## config.mk

```make
export PLATFORM = sky130hd
export DESIGN_NAME = prf_isqrt
export DESIGN_NICKNAME = d
export VERILOG_FILES = /design/src/rtl/core/prf_isqrt.sv
export SDC_FILE = /design/constraint.sdc
export NUM_CORES = 2
export LEC_CHECK = 0
export BUFFER_PORTS_ARGS = -buffer_cell sky130_fd_sc_hd__clkbuf_2
export CAP_MARGIN = 20
export CORE_UTILIZATION = 55
export CTS_CLUSTER_SIZE = 16
export DETAILED_ROUTE_END_ITERATION = 12
export PLACE_DENSITY = 0.79
export SLEW_MARGIN = 10
export SYNTH_ARGS = -nofsm -noshare
export SYNTH_HDL_FRONTEND = slang
export SYNTH_SLANG_ARGS = --single-unit
```

## constraint.sdc

```tcl
create_clock -name clk -period 6.9 [get_ports clk]
set_clock_uncertainty 0.05 [all_clocks]
set_input_delay 0.345 -clock clk [delete_from_list [all_inputs] [get_ports clk]]
set_output_delay 0.345 -clock clk [all_outputs]
set_load 0.01 [all_outputs]
```

## src/rtl/core/prf_isqrt.sv

```systemverilog
// Pipelined integer square root, one result bit per stage, with a side payload.
module prf_isqrt #(
    parameter int SW     = 50,
    parameter int SIDE_W = 8
) (
    input  logic              clk,
    input  logic              rst_n,
    input  logic              en,
    input  logic              in_valid,
    input  logic [SW-1:0]     value,
    input  logic [SIDE_W-1:0] side_in,
    output logic              out_valid,
    output logic [SW/2-1:0]   root,
    output logic [SIDE_W-1:0] side_out
);

    localparam int DW = SW / 2;
    localparam int XW = SW + 2;

    logic              cur_valid [0:DW-1];
    logic [SW-1:0]     cur_value [0:DW-1];
    logic [DW-1:0]     cur_root  [0:DW-1];
    logic [SW-1:0]     cur_sq    [0:DW-1];
    logic [SIDE_W-1:0] cur_side  [0:DW-1];

    logic              valid_reg [1:DW];
    logic [SW-1:0]     value_reg [1:DW];
    logic [DW-1:0]     root_reg  [1:DW];
    logic [SW-1:0]     sq_reg    [1:DW];
    logic [SIDE_W-1:0] side_reg  [1:DW];

    genvar i;
    generate
        for (i = 0; i < DW; i++)
        begin : g_stage
            localparam int K = DW - 1 - i;
            logic [XW-1:0] cand;
            logic          take;

            if (i == 0)
            begin : g_first
                assign cur_valid[0] = in_valid;
                assign cur_value[0] = value;
                assign cur_root[0]  = '0;
                assign cur_sq[0]    = '0;
                assign cur_side[0]  = side_in;
            end
            else
            begin : g_next
                assign cur_valid[i] = valid_reg[i];
                assign cur_value[i] = value_reg[i];
                assign cur_root[i]  = root_reg[i];
                assign cur_sq[i]    = sq_reg[i];
                assign cur_side[i]  = side_reg[i];
            end

            // (root + 2^K)^2 = root^2 + root*2^(K+1) + 2^(2K).
            assign cand = XW'(cur_sq[i]) + (XW'(cur_root[i]) << (K + 1))
                        + (XW'(1) << (2 * K));
            assign take = (cand <= XW'(cur_value[i]));

            always_ff @(posedge clk or negedge rst_n)
            begin
                if (!rst_n)
                begin
                    valid_reg[i+1] <= 1'b0;
                end
                else if (en)
                begin
                    valid_reg[i+1] <= cur_valid[i];
                end
            end

            always_ff @(posedge clk)
            begin
                if (en)
                begin
                    value_reg[i+1] <= cur_value[i];
                    side_reg[i+1]  <= cur_side[i];
                    root_reg[i+1]  <= take ? (cur_root[i] | (DW'(1) << K)) : cur_root[i];
                    sq_reg[i+1]    <= take ? SW'(cand) : cur_sq[i];
                end
            end
        end
    endgenerate

    assign out_valid = valid_reg[DW];
    assign root      = root_reg[DW];
    assign side_out  = side_reg[DW];

endmodule

```

# Yosys cells after proc, flatten, opt, wreduce, memory -nomap -nowiden
# Memories as Yosys holds them, arrays and structs flattened.
# Index checks and enable logic that the tools add are counted.
[classes]
n_addsub = 48
order_cmp = 25
muxes = 52
[op_table]
columns = ["cell", "count"]
rows = [
  ["$le A52 B50 Y1", 24],
  ["$mux W50", 24],
  ["$add A51 B1 Y52 const B", 1],
  ["$add A51 B11 Y52 const B", 1],
  ["$add A51 B13 Y52 const B", 1],
  ["$add A51 B15 Y52 const B", 1],
  ["$add A51 B17 Y52 const B", 1],
  ["$add A51 B19 Y52 const B", 1],
  ["$add A51 B21 Y52 const B", 1],
  ["$add A51 B23 Y52 const B", 1],
  ["$add A51 B25 Y52 const B", 1],
  ["$add A51 B27 Y52 const B", 1],
  ["$add A51 B29 Y52 const B", 1],
  ["$add A51 B3 Y52 const B", 1],
  ["$add A51 B31 Y52 const B", 1],
  ["$add A51 B33 Y52 const B", 1],
  ["$add A51 B35 Y52 const B", 1],
  ["$add A51 B37 Y52 const B", 1],
  ["$add A51 B39 Y52 const B", 1],
  ["$add A51 B41 Y52 const B", 1],
  ["$add A51 B43 Y52 const B", 1],
  ["$add A51 B45 Y52 const B", 1],
  ["$add A51 B47 Y52 const B", 1],
  ["$add A51 B5 Y52 const B", 1],
  ["53 further kinds", 55],
]
[word_totals]
reg_bits = 25
ramBits = 3325
in_bits = 62
mem_count = 4
[mem_list]
columns = ["memory", "depth", "word_bits", "rd", "rd_clocked_by_memory_dff", "write_ports", "line_no", "rtl"]
rows = [
  ["sq_reg", 25, 50, 24, 0, 25, "29", "logic [SW-1:0] sq_reg [1:DW];"],
  ["value_reg", 25, 50, 24, 0, 25, "27", "logic [SW-1:0] value_reg [1:DW];"],
  ["root_reg", 25, 25, 25, 0, 25, "28", "logic [DW-1:0] root_reg [1:DW];"],
  ["side_reg", 25, 8, 25, 0, 25, "30", "logic [SIDE_W-1:0] side_reg [1:DW];"],
]

# Logic depth before layout (Yosys ltp)
# An unclocked memory read counts as a cell.
[depth]
word_depth = 5
ltp_mapped = 24

# Least setup slack after synthesis
# OpenSTA, ideal clock, no wires.
[synth_path]
path_kind = "register to register"
from = "register, netlist name root_reg[2][155]"
to = "memory sq_reg[23][15] (data pin)"
setup_time_ns = 0.260
arrival_time_ns = 4.762
setup_slack_ns = 1.829
stages_incl_launch_ff = 21
path_buffers = 1
cell_sequence = "edfxtp_1 ha_1 a31oi_1 o21bai_1 a21oi_1 o31ai_1 a41o_1 a221o_1 nand2_1 nor2_1 xor2_1 ha_1 nand4_1 nor3_2 or3b_1 or4_1 mux2i_1 a21oi_1 a21oi_4 buf_4 mux2_2"
[synth_lines]
columns = ["element", "line_no"]
rows = [
  ["end, declared", "29"],
]

==> impl_metrics.toml <==
[synthesis]
synth_cell_types = 108
yosys.area.top_type = "edfxtp_1"
synth_top_area_share = 0.620
syn_inst = 8180
syn_area_um2 = 110000
synth_edf_count = 2278
synth_area_leaders = "edfxtp_1, ha_1, xnor2_1"
async_reset_ff_frac = 0.0109
yosysSeqAreaShare = 0.626
syn_avg_cell_area_um2 = 13.5
syn-num-nets = 9096
synth_ff_type = "edfxtp_1"
yosysWarnings = 0
synth-seq-cells = 2303

[cells_and_area]
final_cell_mix = "edfxtp_1, ha_1, inv_1"
regArea_um2 = 69000
multi_input_area_um2 = 38200
stdcell_area_um2 = 123000
antenna_cells = 0
syn_to_final_growth_pct = 11.5
nets = 9465
final_common_cell = "edfxtp_1"
utilization = 0.620
drive_gt1_frac = 0.0942
fill_cells = 14400
largest_reg_flops = 1200

[routing]
routed-wl-met3_um = 10700
met2WireLength_um = 134000
dr_total_vias = 66500
routed_wirelength_um = 254000
top_layer = "met5"
drtAntennaViolNets = 0
drc_errors = 0
wire_per_inst_um = 22.3
met1Wirelength_um = 93900
vias_per_cell = 5.84
drtPass1Iterations = 8
drt_iter0_drc = 5221

[placed_design]
placed_area_um2 = 114000
gp_congestion = 0.968
post-place-ws_ns = 0.475
io_buffer_count = 95
hpwl_um = 190000

[clocking]
post_cts_buffers = 0
h-tree-depth = 4
cts_buffers = 226
clock_sinks = 2303
cts_tree = "yes"
cts.clk_slew.worst_paths_ns = 0.06
clockRootBuffer = "clkbuf_16"
cts_max_path_buffers = 3
clk_latency_ns = 0.91

[critical_path]
cp-end-kind = "register"
slowest_stage = "or3b_1"
crit_type = "register to register"
required_ns = 7.40
critPathMaxStageDelay_ns = 0.54
critPathLaunchType = "register"
critPathArrivalTime_ns = 7.03
path_delay_family = "simple AND/OR/NAND/NOR gates"
worst-path-buf-inv = 2
path_cells = "ha_1 -> a31oi_1 -> o21bai_1 -> a21oi_1 -> o31ai_1 -> buf_4 -> a41o_1 -> a221o_1 -> nand2_1 -> nor2_1 -> xnor2_1 -> ha_1 -> nand4_1 -> nor3_2 -> or3b_1 -> or4_1 -> mux2i_1 -> a21oi_1 -> a21oi_4 -> buf_4 -> mux2_2"
crit_fanout = 20

[flow_run]
max_cap_viol_count = 0

[sta]
period_needed_ns = 6.53
finalCritPeriodShare = 0.946
finalSetupViolCount = 0
setup_tns_ns = 0
holdWs_ns = 0.0813
max_slew.worst_pin.slew_ns = 1.15
slew_headroom = 0.235
clock.fmax_mhz = 153
rsz0062_at_grt = "no"
maxSlewViolCount = 0
report.final.hold_viol_count = 0
layout_setup_ws_ns = 0.371

[die]
start_util = 0.556
die_area_um2 = 202000
fp.dieH_um = 450
rows = 163
ios = 96
coreArea_um2 = 198000
die_x_um = 450

[status]
status = "completed"

[global_routing]
grt_pass1_wl_um = 388000
antenna_found_initial = 2
grt_pass1_vias = 68100
grt_max_degree = 195
groute.usage.overall = 0.248
overflow = 0

[power]
ir_worst_vdd_v = 0.000287
p_leak_nw = 47.8
power_density_nw_per_um2 = 366

[worst_hold_path]
holdCritPathClass = "input port to asynchronous set/reset pin"
[power by group]
part	switching (mW)	internal [mW]
Combinational	7.47	5.47
Clock	5.43	7.63
Sequential	1.43	17.6
Total	14.3	30.7
[metrics by stage]
step,instances,power (mW)
after floorplan,8180,27.8
after global placement,10900,31.4
final,11400,45.0
after detailed placement,10900,32.0
after global routing,11400,47.2
after CTS,11400,45.0
[cells by family (layout without fill, tap and decap cells)]
family                   Yosys count  count (layout)  synth area share
flip-flops                      2303            2303             0.626
AND/OR/NAND/NOR                 2046            2046            0.0945
AO/OA/AOI/OAI                   1214            1214            0.0726
adder cells (fa/ha/maj)          854             854            0.0969
buffers and inverters            786            1353            0.0279
XOR/XNOR                         773             773            0.0614
multiplexers                     204             204            0.0208
[repair_timing]
item	CTS	global route
gates resized for setup	0	0
hold buffers	62	0
hold endpoints to repair	146	0
[final timing paths]
path | startpoint | end | depth (start not counted) | slack [ns]
min in group clk | value[33] | value_reg[0][83]$_DFFE_PP_ | 2 | 0.09
max in group asynchronous | rst_n | cur_valid[6]$_DFFE_PN0P_ | 3 | 6.30
max reg2reg | root_reg[2][155]$_DFFE_PP_ | sq_reg[23][24]$_DFFE_PP_ | 21 | 0.37
min | rst_n | cur_valid[10]$_DFFE_PN0P_ | 3 | 0.08
min reg2reg | value_reg[2][245]$_DFFE_PP_ | value_reg[2][295]$_DFFE_PP_ | 0 | 0.36
max | root_reg[2][155]$_DFFE_PP_ | sq_reg[23][24]$_DFFE_PP_ | 21 | 0.37
[tightest hold or removal path, stage by stage]
cell,delay (ns)
dlygate4sd3_1,0.54
clkbuf_2,0.12
clkbuf_2,0.49
[cell type report]
class,count,area share
sequential,2303,0.561
inverter,689,0.0210
multi-input combinational,5091,0.311
clock buffer,270,0.0482
tap,2640,0.0269
clock inverter,156,0.0168
timing repair buffer,238,0.0154
[cells in the mapped netlist (8+ instances only)]
library cell	n
or4_1	21
a31oi_1	49
nand3_1	203
o21bai_1	46
nor4b_1	23
dfrtp_1	25
xnor2_1	482
and2_1	65
o31ai_1	14
mux2_2	201
xor2_1	291
o211ai_1	25
nor2_1	403
o21ai_1	11
buf_6	8
nand4_1	199
buf_2	34
edfxtp_1	2278
a21oi_1	358
nand2_1	547
o21ai_0	218
or3_1	24
nor2b_1	72
clkbuf_1	40
and3_1	81
o2111ai_1	12
nor4_1	142
a21boi_0	13
nor3_1	117
a211oi_1	70
o21a_1	49
ha_1	854
nor3b_2	11
nand2b_1	45
a41oi_1	10
nor3b_1	10
nor3_2	10
a221o_1	12
inv_1	685
and4_1	32
or2_2	12
a21o_1	190
[per-layer routing]
layer / track usage / up-vias
li1: - / 31300
met1: 0.272 / 32500
met2: 0.460 / 2083
met3: 0.0314 / 672
met4: 0.143 / 4
met5: 0 / -
Note: power is estimated with default switching activity, not from simulation.
